[config.mk]
export PLATFORM = sky130hd
export DESIGN_NAME = amqp_publish_frame_deframer
export DESIGN_NICKNAME = d
export VERILOG_FILES = /design/src/rtl/apfd_pkg.sv /design/src/rtl/apfd_parser.sv /design/src/rtl/apfd_out_skid.sv /design/src/rtl/amqp_publish_frame_deframer.sv
export SDC_FILE = /design/constraint.sdc
export NUM_CORES = 1
export LEC_CHECK = 0
export ABC_AREA = 1
export BUFFER_PORTS_ARGS = -buffer_cell sky130_fd_sc_hd__clkbuf_2
export CORE_ASPECT_RATIO = 0.7
export CORE_MARGIN = 3
export CORE_UTILIZATION = 25
export DETAILED_ROUTE_END_ITERATION = 8
export PLACE_DENSITY_LB_ADDON = 0.05
export SETUP_SLACK_MARGIN = 0.4
export SLEW_MARGIN = 40
export SYNTH_ARGS = -nofsm -noshare
export SYNTH_HDL_FRONTEND = slang
export SYNTH_HIERARCHICAL = 1
export SYNTH_SLANG_ARGS = --single-unit
export TNS_END_PERCENT = 20
[constraint.sdc]
create_clock -name clk -period 3.9 [get_ports clk]
set_input_delay 0.585 -clock clk [delete_from_list [all_inputs] [get_ports clk]]
set_output_delay 0.585 -clock clk [all_outputs]
set_load 0.005 [all_outputs]
[src/rtl/apfd_pkg.sv]
package apfd_pkg;

    localparam int unsigned HEADER_BYTES  = 7;
    localparam int unsigned CAPTURE_BYTES = 12;
    localparam int unsigned HDR_CNT_W     = $clog2(HEADER_BYTES);
    localparam int unsigned CAP_IDX_W     = $clog2(CAPTURE_BYTES);

    localparam logic [31:0] FRAME_LIMIT_RESET = 32'd131072;

    localparam logic [7:0]  FRAME_TYPE_METHOD = 8'd1;
    localparam logic [7:0]  FRAME_TYPE_HEADER = 8'd2;
    localparam logic [7:0]  FRAME_TYPE_BODY   = 8'd3;

    localparam logic [15:0] CLASS_BASIC    = 16'd60;
    localparam logic [15:0] METHOD_PUBLISH = 16'd40;

    localparam logic [31:0] MIN_METHOD_PAYLOAD = 32'd4;
    localparam logic [31:0] MIN_HEADER_PAYLOAD = 32'd12;

    typedef enum logic [2:0] {
        PH_METHOD_HDR = 3'd0,
        PH_METHOD_PAY = 3'd1,
        PH_CHDR_HDR   = 3'd2,
        PH_CHDR_PAY   = 3'd3,
        PH_BODY_HDR   = 3'd4,
        PH_BODY_PAY   = 3'd5
    } phase_t;

    typedef enum logic [2:0] {
        ERR_NONE       = 3'd0,
        ERR_BAD_TYPE   = 3'd1,
        ERR_BAD_METHOD = 3'd2,
        ERR_TOO_LARGE  = 3'd3,
        ERR_OVERRUN    = 3'd4,
        ERR_SHORT      = 3'd5
    } err_t;

    typedef struct packed {
        err_t       error_code;
        logic       message_last;
        logic       has_byte;
        logic [7:0] body_byte;
    } res_t;

endpackage

[src/rtl/apfd_parser.sv]
module apfd_parser (
    input  logic          clk,
    input  logic          rst_n,
    input  logic          step,
    input  logic [7:0]    stream_byte,
    input  logic          cfg_write,
    input  logic [31:0]   cfg_data,
    output logic          res_valid,
    output apfd_pkg::res_t res
);
    import apfd_pkg::*;

    phase_t                phase_reg, phase_next;
    logic [HDR_CNT_W-1:0]  hdr_cnt_reg, hdr_cnt_next;
    logic [31:0]           pay_cnt_reg, pay_cnt_next;
    logic [63:0]           body_left_reg, body_left_next;
    logic [31:0]           limit_reg, limit_next;

    logic [7:0]            type_reg;
    logic [23:0]           size_sr_reg;
    logic [31:0]           frame_len_reg;
    logic [7:0]            cap_reg [CAPTURE_BYTES];

    logic                  hdr_phase;
    logic                  pay_phase;
    logic                  hdr_last;
    logic [31:0]           hdr_size;
    logic [7:0]            want_type;
    logic                  pay_more;
    logic                  pay_end;
    logic [15:0]           cap_class;
    logic [15:0]           cap_method;
    logic [63:0]           cap_body_size;
    err_t                  err;

    assign hdr_phase = phase_reg inside {PH_METHOD_HDR, PH_CHDR_HDR, PH_BODY_HDR};
    assign pay_phase = phase_reg inside {PH_METHOD_PAY, PH_CHDR_PAY, PH_BODY_PAY};
    assign hdr_last  = hdr_phase && (hdr_cnt_reg == HDR_CNT_W'(HEADER_BYTES - 1));
    assign hdr_size  = {size_sr_reg, stream_byte};
    assign pay_more  = pay_cnt_reg < frame_len_reg;
    assign pay_end   = pay_phase && !pay_more;

    assign cap_class     = {cap_reg[0], cap_reg[1]};
    assign cap_method    = {cap_reg[2], cap_reg[3]};
    assign cap_body_size = {cap_reg[4], cap_reg[5], cap_reg[6], cap_reg[7],
                            cap_reg[8], cap_reg[9], cap_reg[10], cap_reg[11]};

    always_comb
    begin
        unique case (phase_reg)
            PH_CHDR_HDR: want_type = FRAME_TYPE_HEADER;
            PH_BODY_HDR: want_type = FRAME_TYPE_BODY;
            default:     want_type = FRAME_TYPE_METHOD;
        endcase
    end

    // Header checks run when the seventh octet arrives; payload checks run on
    // the frame-end octet, with the length check ahead of the class check.
    always_comb
    begin
        err = ERR_NONE;
        if (hdr_last) begin
            if (type_reg != want_type)
                err = ERR_BAD_TYPE;
            else if (hdr_size > limit_reg)
                err = ERR_TOO_LARGE;
            else if (phase_reg == PH_BODY_HDR && {32'd0, hdr_size} > body_left_reg)
                err = ERR_OVERRUN;
        end else if (pay_end && phase_reg == PH_METHOD_PAY) begin
            if (frame_len_reg < MIN_METHOD_PAYLOAD)
                err = ERR_SHORT;
            else if (cap_class != CLASS_BASIC || cap_method != METHOD_PUBLISH)
                err = ERR_BAD_METHOD;
        end else if (pay_end && phase_reg == PH_CHDR_PAY) begin
            if (frame_len_reg < MIN_HEADER_PAYLOAD)
                err = ERR_SHORT;
            else if (cap_class != CLASS_BASIC)
                err = ERR_BAD_METHOD;
        end
    end

    // Next phase.
    always_comb
    begin
        phase_next = phase_reg;
        if (err != ERR_NONE) begin
            phase_next = PH_METHOD_HDR;
        end else begin
            unique case (phase_reg)
                PH_METHOD_HDR: if (hdr_last) phase_next = PH_METHOD_PAY;
                PH_CHDR_HDR:   if (hdr_last) phase_next = PH_CHDR_PAY;
                PH_BODY_HDR:   if (hdr_last) phase_next = PH_BODY_PAY;
                PH_METHOD_PAY: if (pay_end) phase_next = PH_CHDR_HDR;
                PH_CHDR_PAY:
                    if (pay_end)
                        phase_next = (cap_body_size == 64'd0) ? PH_METHOD_HDR : PH_BODY_HDR;
                PH_BODY_PAY:
                    if (pay_end)
                        phase_next = (body_left_reg == 64'd0) ? PH_METHOD_HDR : PH_BODY_HDR;
                default:       phase_next = PH_METHOD_HDR;
            endcase
        end
    end

    // Result and counters.
    always_comb
    begin
        res_valid        = 1'b0;
        res.error_code   = err;
        res.message_last = 1'b0;
        res.has_byte     = 1'b0;
        res.body_byte    = 8'd0;

        hdr_cnt_next   = (hdr_phase && !hdr_last) ? hdr_cnt_reg + 1'b1 : '0;
        pay_cnt_next   = (pay_phase && pay_more) ? pay_cnt_reg + 32'd1 : 32'd0;
        body_left_next = body_left_reg;

        if (err != ERR_NONE) begin
            res_valid      = 1'b1;
            body_left_next = 64'd0;
        end else if (phase_reg == PH_BODY_PAY && pay_more) begin
            res_valid        = 1'b1;
            res.has_byte     = 1'b1;
            res.body_byte    = stream_byte;
            res.message_last = (body_left_reg == 64'd1);
            body_left_next   = body_left_reg - 64'd1;
        end else if (pay_end && phase_reg == PH_CHDR_PAY) begin
            body_left_next = cap_body_size;
            if (cap_body_size == 64'd0) begin
                // An empty body still closes the message with one item.
                res_valid        = 1'b1;
                res.message_last = 1'b1;
            end
        end else if (!hdr_phase && !pay_phase) begin
            body_left_next = 64'd0;
        end
    end

    assign limit_next = cfg_write ? cfg_data : limit_reg;

    always_ff @(posedge clk or negedge rst_n)
    begin
        if (!rst_n) begin
            phase_reg     <= PH_METHOD_HDR;
            hdr_cnt_reg   <= '0;
            pay_cnt_reg   <= 32'd0;
            body_left_reg <= 64'd0;
            limit_reg     <= FRAME_LIMIT_RESET;
        end else begin
            limit_reg <= limit_next;
            if (step) begin
                phase_reg     <= phase_next;
                hdr_cnt_reg   <= hdr_cnt_next;
                pay_cnt_reg   <= pay_cnt_next;
                body_left_reg <= body_left_next;
            end
        end
    end

    always_ff @(posedge clk)
    begin
        if (step) begin
            if (hdr_phase) begin
                size_sr_reg <= {size_sr_reg[15:0], stream_byte};
                if (hdr_cnt_reg == '0)
                    type_reg <= stream_byte;
            end
            if (hdr_last && err == ERR_NONE)
                frame_len_reg <= hdr_size;
            if (pay_phase && pay_more && pay_cnt_reg < 32'(CAPTURE_BYTES))
                cap_reg[pay_cnt_reg[CAP_IDX_W-1:0]] <= stream_byte;
        end
    end

    property p_err_restarts;
        @(posedge clk) disable iff (!rst_n)
        step && res_valid && res.error_code != ERR_NONE
            |=> phase_reg == PH_METHOD_HDR && hdr_cnt_reg == '0;
    endproperty
    a_err_restarts: assert property (p_err_restarts)
        else $error("parser did not restart after an error item");

    property p_last_drains;
        @(posedge clk) disable iff (!rst_n)
        step && res_valid && res.has_byte && res.message_last |=> body_left_reg == 64'd0;
    endproperty
    a_last_drains: assert property (p_last_drains)
        else $error("body count not drained on the last body item");

    property p_hdr_cnt_idle;
        @(posedge clk) disable iff (!rst_n)
        (phase_reg == PH_METHOD_PAY || phase_reg == PH_CHDR_PAY
            || phase_reg == PH_BODY_PAY) |-> hdr_cnt_reg == '0;
    endproperty
    a_hdr_cnt_idle: assert property (p_hdr_cnt_idle)
        else $error("header count left nonzero during a payload");

endmodule

[src/rtl/apfd_out_skid.sv]
module apfd_out_skid (
    input  logic           clk,
    input  logic           rst_n,
    input  logic           push,
    input  apfd_pkg::res_t push_data,
    output logic           in_ready,
    output logic           out_valid,
    input  logic           out_ready,
    output apfd_pkg::res_t out_data
);
    import apfd_pkg::*;

    logic out_valid_reg, out_valid_next;
    logic skid_valid_reg, skid_valid_next;
    res_t out_data_reg, out_data_next;
    res_t skid_data_reg, skid_data_next;
    logic pop;

    assign pop       = out_valid_reg && out_ready;
    assign in_ready  = !skid_valid_reg;
    assign out_valid = out_valid_reg;
    assign out_data  = out_data_reg;

    always_comb
    begin
        out_valid_next  = out_valid_reg;
        skid_valid_next = skid_valid_reg;
        out_data_next   = out_data_reg;
        skid_data_next  = skid_data_reg;
        if (skid_valid_reg) begin
            if (pop) begin
                out_data_next   = skid_data_reg;
                skid_valid_next = 1'b0;
            end
        end else if (push) begin
            if (!out_valid_reg || pop) begin
                out_data_next  = push_data;
                out_valid_next = 1'b1;
            end else begin
                skid_data_next  = push_data;
                skid_valid_next = 1'b1;
            end
        end else if (pop) begin
            out_valid_next = 1'b0;
        end
    end

    always_ff @(posedge clk or negedge rst_n)
    begin
        if (!rst_n) begin
            out_valid_reg  <= 1'b0;
            skid_valid_reg <= 1'b0;
        end else begin
            out_valid_reg  <= out_valid_next;
            skid_valid_reg <= skid_valid_next;
        end
    end

    always_ff @(posedge clk)
    begin
        out_data_reg  <= out_data_next;
        skid_data_reg <= skid_data_next;
    end

    property p_skid_behind_out;
        @(posedge clk) disable iff (!rst_n)
        skid_valid_reg |-> out_valid_reg;
    endproperty
    a_skid_behind_out: assert property (p_skid_behind_out)
        else $error("skid entry held while the output register is empty");

    property p_skid_moves_up;
        @(posedge clk) disable iff (!rst_n)
        skid_valid_reg && pop |=> out_data_reg == $past(skid_data_reg) && !skid_valid_reg;
    endproperty
    a_skid_moves_up: assert property (p_skid_moves_up)
        else $error("skid entry not moved to the output register");

    property p_push_lands;
        @(posedge clk) disable iff (!rst_n)
        push && in_ready |=> out_valid_reg;
    endproperty
    a_push_lands: assert property (p_push_lands)
        else $error("pushed item lost");

endmodule

[src/rtl/amqp_publish_frame_deframer.sv]
// Publish deframer for an AMQP 0-9 byte stream.
// The slave stream (s_tvalid/s_tready/s_tdata) takes one octet per item.
// The block expects a basic.publish method frame, a content header frame and
// then body frames until the announced body size has arrived; channel and
// header properties are ignored and frame-end octets are skipped unchecked.
// Each body octet leaves on the master stream with tuser bit 0 set; the octet
// that completes the message carries tlast. An empty body gives one item
// with tlast set and no octet. A protocol error gives one item carrying the
// error code in tuser[3:1] and parsing restarts at a method frame header.
// Throughput is one octet per clock while s_tready is high. A result is
// registered into the output register, or into the skid register when the
// output register is full and not read; the parser itself adds no stage.
// When the receiver stalls, one result waits in the output register and one
// more in a skid register; s_tready falls only once the skid register fills.
// The cfg channel writes the frame size limit and is always ready; write it
// only while the block is idle. Reset clears the parser to the method header,
// empties the output stage and sets the limit to 131072.
module amqp_publish_frame_deframer (
    input  logic        clk,
    input  logic        rst_n,
    input  logic        s_tvalid,
    output logic        s_tready,
    input  logic [7:0]  s_tdata,   // stream_byte
    output logic        m_tvalid,
    input  logic        m_tready,
    output logic [7:0]  m_tdata,   // body_byte
    output logic [3:0]  m_tuser,   // has_byte, error_code[2:0]
    output logic        m_tlast,   // message_last
    input  logic        cfg_valid,
    output logic        cfg_ready,
    input  logic [31:0] cfg_data   // frame_size_limit
);
    import apfd_pkg::*;

    logic step;
    logic res_valid;
    res_t res;
    res_t out_item;

    assign cfg_ready = 1'b1;
    assign step      = s_tvalid && s_tready;

    apfd_parser u_parser (
        .clk         (clk),
        .rst_n       (rst_n),
        .step        (step),
        .stream_byte (s_tdata),
        .cfg_write   (cfg_valid && cfg_ready),
        .cfg_data    (cfg_data),
        .res_valid   (res_valid),
        .res         (res)
    );

    apfd_out_skid u_out (
        .clk       (clk),
        .rst_n     (rst_n),
        .push      (step && res_valid),
        .push_data (res),
        .in_ready  (s_tready),
        .out_valid (m_tvalid),
        .out_ready (m_tready),
        .out_data  (out_item)
    );

    assign m_tdata = out_item.body_byte;
    assign m_tuser = {out_item.error_code, out_item.has_byte};
    assign m_tlast = out_item.message_last;

endmodule
# After elaboration in Yosys (flattened, before gate mapping)
# Memories as Yosys holds them, arrays and structs flattened.
# Cells that the tools add are included.
[totals] register_bits=226 latchBits=0 mem_bits_rw=96 rom_bits=0 output_inout_bits=16 wordCells=138 mem_count=1
[op_classes] addsub=3 multipliers=0 div=0 n_lt_le_gt_ge=6 n_eq_ne=18 shifts=0 muxes=48 bitwise=2 reduce_logical=42
[mem_list] memory="u_parser.cap_reg" words=12 word_bits=8 rd=12 rd_ports_with_merged_regs=0 wr=1 line="apfd_parser.sv:22" text="logic [7:0] cap_reg [CAPTURE_BYTES];"
[op_table] cell="$mux W64" n=4
[op_table] cell="$logic_not A64 Y1" n=2
[op_table] cell="$eq A64 B1 Y1 const B" n=1
[op_table] cell="$gt A32 B64 Y1" n=1
[op_table] cell="$lt A32 B4 Y1 const B" n=2
[op_table] cell="$sub A64 B1 Y64 const B" n=1
[op_table] cell="$mux W3" n=18
[op_table] cell="$mux W13" n=4
[op_table] cell="$add A32 B1 Y32 const B" n=1
[op_table] cell="$gt A32 B32 Y1" n=1
[op_table] cell="$lt A32 B3 Y1 const B" n=1
[op_table] cell="$lt A32 B32 Y1" n=1
[op_table] cell="$mux W32" n=1
[op_table] cell="$ne A16 B6 Y1 const B" n=2
[op_table] cell="$ne A3 B2 Y1 const B" n=6
[op_table] cell="$pmux W3 S6" n=1
[op_table] cell="$mux W1" n=15
[op_table] cell="$logic_and A1 B1 Y1" n=14
[op_table] cell="$reduce_and A3 Y1" n=4
[op_table] cell="$mux W10" n=1
[op_table] cell="$eq A3 B3 Y1 const B" n=3
[op_table] cell="$logic_not A3 Y1" n=3
[op_table] cell="$mux W9" n=1
[op_table] cell="$reduce_bool A3 Y1" n=3
[op_table] cell="other kinds (14)" n=28

# Longest topological paths before layout
# Gate-level depths: netlist of the first run.
[logic_depth] depth_word=12 ltp_mapped=26

# Cells and area by module
# Netlist of the first run, hierarchy kept.
[modules_own_cells] mod="apfd_parser" instances=1 cells_each=1980 area_per_inst_um2=17070.1
[modules_own_cells] mod="apfd_out_skid" instances=1 cells_each=85 area_per_inst_um2=1057.3
[modules_own_cells] mod="amqp_publish_frame_deframer" instances=1 cells_each=6 area_per_inst_um2=28.8

# Worst setup path before layout of the first run
# No wires, ideal clock.
[synth_timing] path_kind="register to register" start="reg u_parser.pay_cnt_reg[27]" end="reg u_parser.frame_len_reg[0] (enable)" arrival_time_ns=3.208 required_time_ns=3.479 setup_slack_ns=0.271 path_stages_with_launch=13 period_less_slack_ns=3.629 cell_sequence="dfrtp_1 -> ha_1 -> a21oi_1 -> o21ai_0 -> nand2_1 -> o211ai_1 -> nor2_2 -> nand2_4 -> nand3_1 -> nand3_2 -> nor2_4 -> nand2_8 -> nor2_1"
[synth_lines] element="start, declared" line="apfd_parser.sv:15" text="logic [31:0] pay_cnt_reg, pay_cnt_next;"
[synth_lines] element="start signal, assigned" line="apfd_parser.sv:154" text="pay_cnt_reg <= pay_cnt_next;"
[synth_lines] element="end signal, assigned" line="apfd_parser.sv:169" text="frame_len_reg <= hdr_size;"
[synth_lines] element="end, declared" line="apfd_parser.sv:21" text="logic [31:0] frame_len_reg;"

==> results of run 1 <==
==> synth_stat cells, types with 31 or more instances <==
master      n  area (sq um)
nand2_1   447          1680
nor2_1    240           901
inv_1     193           724
edfxtp_1  186          5590
nand3_1   172           861
dfrtp_1   135          3380
a21oi_1   129           646
ha_1      104          1300
nand4_1    87           544
o21ai_0    76           380
xor2_1     42           368
nor4_1     36           225
nor3_1     31           155
==> critical path, cell delays in order, from the launching register on <==
cell and delay (ps):
edfxtp_1 420, inv_1 140, ha_1 270, nand2_1 90
inv_1 40, nand2_1 50, nand2_1 70, nand2_1 60
nand2_1 100, nand2_1 100, nand2_2 120, nand2_4 120
nand2_4 80, nand3_1 130, nand3_2 140, nor2_4 180
nand2_8 90, or2_2 280, inv_1 70, nor2_2 50
inv_1 50, nand2_1 60, nand2_1 100, nor2_2 60
buf_4 170
==> path summary, 6_finish.rpt <==
check	slack [ps]	to	depth (start not counted)	start
max	620	u_out/out_data[12]$_DFFE_PP_	24	u_parser/frame_len_reg[3]$_DFFE_PP_
max reg2reg	620	u_out/out_data[12]$_DFFE_PP_	24	u_parser/frame_len_reg[3]$_DFFE_PP_
min in group asynchronous	570	u_parser/pay_cnt_reg[23]$_DFFE_PN0P_	2	rst_n
min	200	u_parser/limit_reg[31]$_DFFE_PN0P_	3	cfg_data[31]
min reg2reg	500	u_parser/body_left_reg[1]$_DFFE_PN0P_	2	u_parser/body_left_reg[1]$_DFFE_PN0P_
max in group asynchronous	2320	u_out/skid_valid_reg$_DFF_PN0_	3	rst_n
==> report_power, final <==
part,switching (mW),leakage (nW),internal [mW],total [mW]
Sequential,0.0756,3.41,3.67,3.74
Combinational,0.462,5.30,0.198,0.660
Clock,1.66,0.686,2.42,4.08
Total,2.19,9.40,6.29,8.48
==> layout make-up <==
class | instances | share of cell area [%]
inverter | 201 | 3.55
clock inverter | 20 | 1.27
tap | 954 | 5.58
timing repair buffer | 131 | 4.23
multi-input combinational | 1475 | 38.0
clock buffer | 54 | 5.36
sequential | 322 | 42.0
==> metal layers <==
metal  track usage [%]  wire, um
met1              29.5     37300
met2              24.9     27200
met5                 0         0
met3              3.39      4440
met4              3.40       898
==> through the flow <==
stage          std cells  utilization (%)
4_1_cts             3144             29.9
3_3_place_gp        3069             27.9
3_5_place_dp        3069             27.9
2_1_floorplan       2071                -
6_report            3157             30.2
5_1_grt             3157             30.2
==> timing repair <==
item	CTS	global route
resized for setup	1	26
pin swaps	0	9
buffers inserted	0	12
hold endpoints to repair	2	0
cloned	0	1
hold buffers	1	0
endpoints found under the setup margin	16	22
==> cell families (layout without fill, tap and decap cells) <==
kind of cell / Yosys count / after routing
xor+xnor: 55 / 55
fa+ha+maj: 104 / 104
simple gates: 1080 / 1080
flops: 322 / 322
other cells: 1 / 1
buf+inv: 274 / 406
mux: 1 / 1
compound gates: 234 / 234
==> results.md, run 1 <==
* ANT cells at 0
* Starting Density at 25.6%
* Die width at 328 um
* CP max FO at 6
* Clk sinks at 322
* RSZ-0062 raised after global routing: yes
* Syn nets at roughly 2.2k
* Number of synthesized flops with an enable pin at between 150 and 200
* Total Wirelength at ~70 mm
* Total Power at about 8.5 mW
* Pwr dens at just under 400 mW/mm^2
* Critical path endpoint category: flop
* Final period util at between 80 and 90%
* Fraction of the mapped netlist area in adder cells at between 7 and 8%
* Sequential share of the synthesized area at approximately half
* Maximum root-to-sink buffer count at 3
* Min-Delay Path Class: in2reg
* GP Congestion at 0.793
* Slew Limit Fails at 0
* Setup tns final at 0 ps
* CTS H-tree lvls at 2
* # Max-Cap Violations at 0
* Initial antenna violation count at 5
* Avg Synthesized Cell Area at a little under 9 sq um
* Final hold slack at ~200 ps
* Pre-CTS setup slack at just under 400 ps
* Max Clock Freq at roughly 0.30 GHz
* Synthesis Warnings at 6
* FILL cells at around 7.5k
* Xor/xnor share of the synthesized area at roughly 2.7%
* Largest net degree at the start of global routing at 85
* Critical path class: reg2reg
* Full die area at around 0.076 sq mm
* Leading cell type in the layout, fill and taps excluded: nand2_1
* Multi-input gate area at about 0.008 sq mm
* DP HPWL at 50.9 mm
* Final min period at ~3300 ps
* Relative max-transition margin at roughly 42%
* Most frequent cells in the layout: nand2_1, nor2_1, inv_1, edfxtp_1, nand3_1
* Placement row count at 81
* Clock root buffer: clkbuf_16
* Clk_skew at approximately 22 ps
* Wire per inst at between 20 and 25 um
* Syn-to-layout area delta at 17.8%
* Vias in the first global route at approximately 15k
* Ys flop type: edfxtp_1
* Layout cells sized above 1 at approximately 13%
* CP arrival at between 3000 and 4000 ps
* Max reg flops at 96
* Number of CTS-inserted buffers at 40
* Leakage power figure at roughly 9.4 nW
* Die span in y at ~230 um
* Cells after Synth at between 2k and 2.5k
* Distinct cells, synth at between 50 and 60
* Io pins at 61
* DP Area at between 0.015 and 0.02 sq mm
* Setup WS post-layout at between 600 and 700 ps
* TritonCTS clock tree: yes
* Final ANT Viol Nets at 0
* VDD IR max at 0.269 mV
* Synth Cell Area at 0.0182 sq mm
* Clock Latency Late Sink at 590 ps
* Number of vias in the routed layout at around 15k
* Reg area at ~0.0090 sq mm
* First-pass GRT wire length at just over 100 mm
* Grt total ovfl at 0
* Simple-gate share of the synthesized area at 27.4%
* Compound-Gate Fraction of Synth Area at a little under 7%
* Final hold vios at 0
* Total iterations of the first detailed-routing run at 5
* Number of buffers added on ports at 59
* Status: finished, final reports clean
* Final nets at about 2.3k
* Largest family of logic cells by synthesized area: simple AND/OR/NAND/NOR gates
* # setup viols final at 0
* Startpoint Class: flop
* Actual slew at the worst max-slew pin at 863 ps
* Reg clk slew, reported paths at 60 ps
* Async SR Flop Fraction at between 40% and 50%
* Total track usage at a little under a fifth
* FF+latch count, synth at approximately 320
* Required @ worst endpoint at 4250 ps
* Number of DRC markers in iteration 0 at approximately 1.4k
* Mux contribution to synthesized area at 0.0620%
* Fin area at 0.0214 sq mm
* DRC at 0
* Number of vias per cell at 4.77
* Core footprint at slightly above 0.07 sq mm
Note: power is estimated with default switching activity, not from simulation.
==> inputs of run 2 (changes only) <==
clock period = 3.1 ns   (was 3.9 ns; I/O delays follow)
==> results.md, run 2 (synthesis results as in run 1) <==
* Status: finished, final reports clean
* Placement row count at 81 (unchanged)
* Actual slew at the worst max-slew pin at 726 ps (-137 ps)
* Startpoint Class: flop
* Full die area at 0.0759 sq mm (unchanged)
* Pwr dens at 443 mW/mm^2 (+12%)
* Slew Limit Fails at 0 (unchanged)
* Critical path endpoint category: flop
* Final min period at 3030 ps (-254 ps)
* DP HPWL at 52.3 mm (+2.7%)
* Layout cells sized above 1 at 22.3% (+9.7 points)
* Launch point of the worst reg-to-reg path: u_parser/size_sr_reg[19]$_DFFE_PP_
* VDD IR max at 0.334 mV (+24%)
* Die width at 328 um (unchanged)
* Clk sinks at 322 (unchanged)
* Largest net degree at the start of global routing at 66 (-22%)
* Placed Cells at 3231 (+5.3%)
* Final ANT Viol Nets at 0 (unchanged)
* Reg-to-Reg End: u_out/out_data[12]$_DFFE_PP_
* Most frequent cells in the layout: nand2_1, buf_4, nor2_1, edfxtp_1, inv_1
* Final period util at 97.6% (+13 points)
* Reg clk slew, reported paths at 60 ps (about the same)
* Number of vias in the routed layout at 15.9k (+5.9%)
* Total track usage at 18.7% (+0.42 points)
* # Max-Cap Violations at 0 (unchanged)
* RSZ-0062 raised after global routing: yes
* Leakage power figure at 10.5 nW (+12%)
* Syn-to-layout area delta at 29.9%
* Final hold vios at 0 (unchanged)
* First-pass GRT wire length at 106 mm (+2.7%)
* Internal power at 7.73 mW (+23%)
* CP max FO at 6 (unchanged)
* Total Power at 10.4 mW (+23%)
* TritonCTS clock tree: yes
* Starting Density at 25.6% (unchanged)
* Wire per inst at 21.7 um (-2.0%)
* Max reg flops at 96 (unchanged)
* Total iterations of the first detailed-routing run at 8 (+3)
* R2R Setup Slk at 70 ps (-550 ps)
* Final nets at 2507 (+8.1%)
* DRC at 0 (unchanged)
* Combinational share of power at 9.3% (+1.5 points)
* Grt total ovfl at 0 (unchanged)
* Critical path class: reg2reg
* Clock Latency Late Sink at 580 ps (about the same)
* Flop pwr share at 44.7% (+0.6 points)
* # setup viols final at 0 (unchanged)
* Clk_skew at 28.9 ps (+6.95 ps)
* Clk pwr share at 46.0% (-2.1 points)
* Number of DRC markers in iteration 0 at 1292 (-5.3%)
* Vias in the first global route at 15.7k (+6.6%)
* Fin cells at 3345 (+6.0%)
* Max Clock Freq at 0.330 GHz (+8.4%)
* Switching Share at 25.9% (+0.084 points)
* Hold Path Origin: cfg_data[10]
* GP Congestion at 0.814 (+2.6%)
* Core footprint at 0.0708 sq mm (unchanged)
* CTS H-tree lvls at 2 (unchanged)
* CP arrival at 3320 ps (-310 ps)
* Initial antenna violation count at 7 (+2)
* Clock root buffer: clkbuf_16
* Leading cell type in the layout, fill and taps excluded: nand2_1
* Number of CTS-inserted buffers at 40 (unchanged)
* Number of vias per cell at 4.77 (about the same)
* Relative max-transition margin at 51.2% (+8.8 points)
* Min-Delay Path Class: in2reg
* Hold depth at 3 (unchanged)
* Total Wirelength at 72.5 mm (+3.8%)
* Number of buffers added on ports at 59 (unchanged)
* Die span in y at 231 um (unchanged)
* Hold endpoint: u_parser/limit_reg[10]$_DFFE_PN0P_
* Switching power at 2.71 mW (+23%)
* Io pins at 61 (unchanged)
* Required @ worst endpoint at 3390 ps (-860 ps)
* Util after Layout at 33.3% (+3.1 points)
* Maximum root-to-sink buffer count at 3 (unchanged)
* Worst reg-to-reg path cell count at 19 (-21%)
* Final hold slack at 102 ps (-101 ps)
## run 2: worst max-delay path by stage
| stage | from | to | slack (ps) |
|---|---|---|---|
| 2_1_floorplan | u_out/skid_valid_reg$_DFF_PN0_ | u_parser/cap_reg[0][0]$_DFFE_PP_ | 280 |
| 3_3_place_gp | s_tdata[5] | u_out/out_data[2]$_DFFE_PP_ | -280 |
| 3_5_place_dp | s_tdata[3] | u_out/out_data[5]$_DFFE_PP_ | -290 |
| 4_1_cts | u_parser/size_sr_reg[16]$_DFFE_PP_ | u_out/out_data[2]$_DFFE_PP_ | 50 |
| 5_1_grt | u_parser/size_sr_reg[6]$_DFFE_PP_ | u_out/out_data[7]$_DFFE_PP_ | -100 |
| 6_report | u_parser/size_sr_reg[19]$_DFFE_PP_ | u_out/out_data[12]$_DFFE_PP_ | 70 |
## run 2: area by class of cell
| cell class | instances | area [sq um] |
|---|---|---|
| Antenna cell | 1 | 2.50 |
| Clock buffer | 57 | 1130 |
| Clock inverter | 17 | 173 |
| Fill cell | 7415 | 47300 |
| Inverter | 201 | 768 |
| Multi-Input combinational cell | 1475 | 8550 |
| Sequential cell | 322 | 8990 |
| Tap cell | 954 | 1190 |
| Timing Repair Buffer | 318 | 2780 |
## run 2: power by group through the flow
stage | registers [mW] | logic (mW) | clock network (mW)
after floorplan | 4.78 | 0.432 | 0
after global placement | 4.75 | 0.920 | 0
after detailed placement | 4.75 | 0.928 | 0
after CTS | 4.67 | 0.963 | 4.97
after global routing | 4.67 | 1.10 | 5.14
final | 4.66 | 0.974 | 4.80
## run 2: critical path, cell delays in order (launching register included)
cell and delay (ps):
edfxtp_1 530, ha_4 330, nand2_1 80, nor4_2 270, buf_4 170, and2_4 140
nand2_4 50, a21oi_4 130, nand3_2 100, clkinv_2 70, nor2_4 50, nand2_8 40
or2_4 120, inv_4 40, nor2_4 110, inv_2 40, nand2_2 70, nand2_2 70
nor2_4 170, clkbuf_16 180
## run 2: metal layers
metal | vias to the layer above | global-route usage [%] | part of all wire, %
met4 | 0 | 3.66 | 1.6
li1 | 7634 | - | -
met1 | 7858 | 29.6 | 53
met2 | 388 | 26.4 | 40
met5 | - | 0 | 0
met3 | 69 | 3.07 | 5.6
## run 2: timing repair
action / CTS / global route
hold buffers: 1 / 0
hold endpoints to repair: 36 / 0
gates resized for setup: 46 / 72
buffers inserted: 18 / 10
pin swaps: 11 / 24
cloned: 2 / 7
endpoints found under the setup margin: 238 / 254
## run 2: per-stage QoR
step           setup slack, ps  setup TNS, ps  instance area (sq um)
6_report                  74.0              0                  23600
5_1_grt                   -101          -1060                  23600
4_1_cts                   51.5              0                  23000
3_5_place_dp              -290         -17040                  21300
3_3_place_gp              -279         -15290                  21300
2_1_floorplan              279              0                  18300
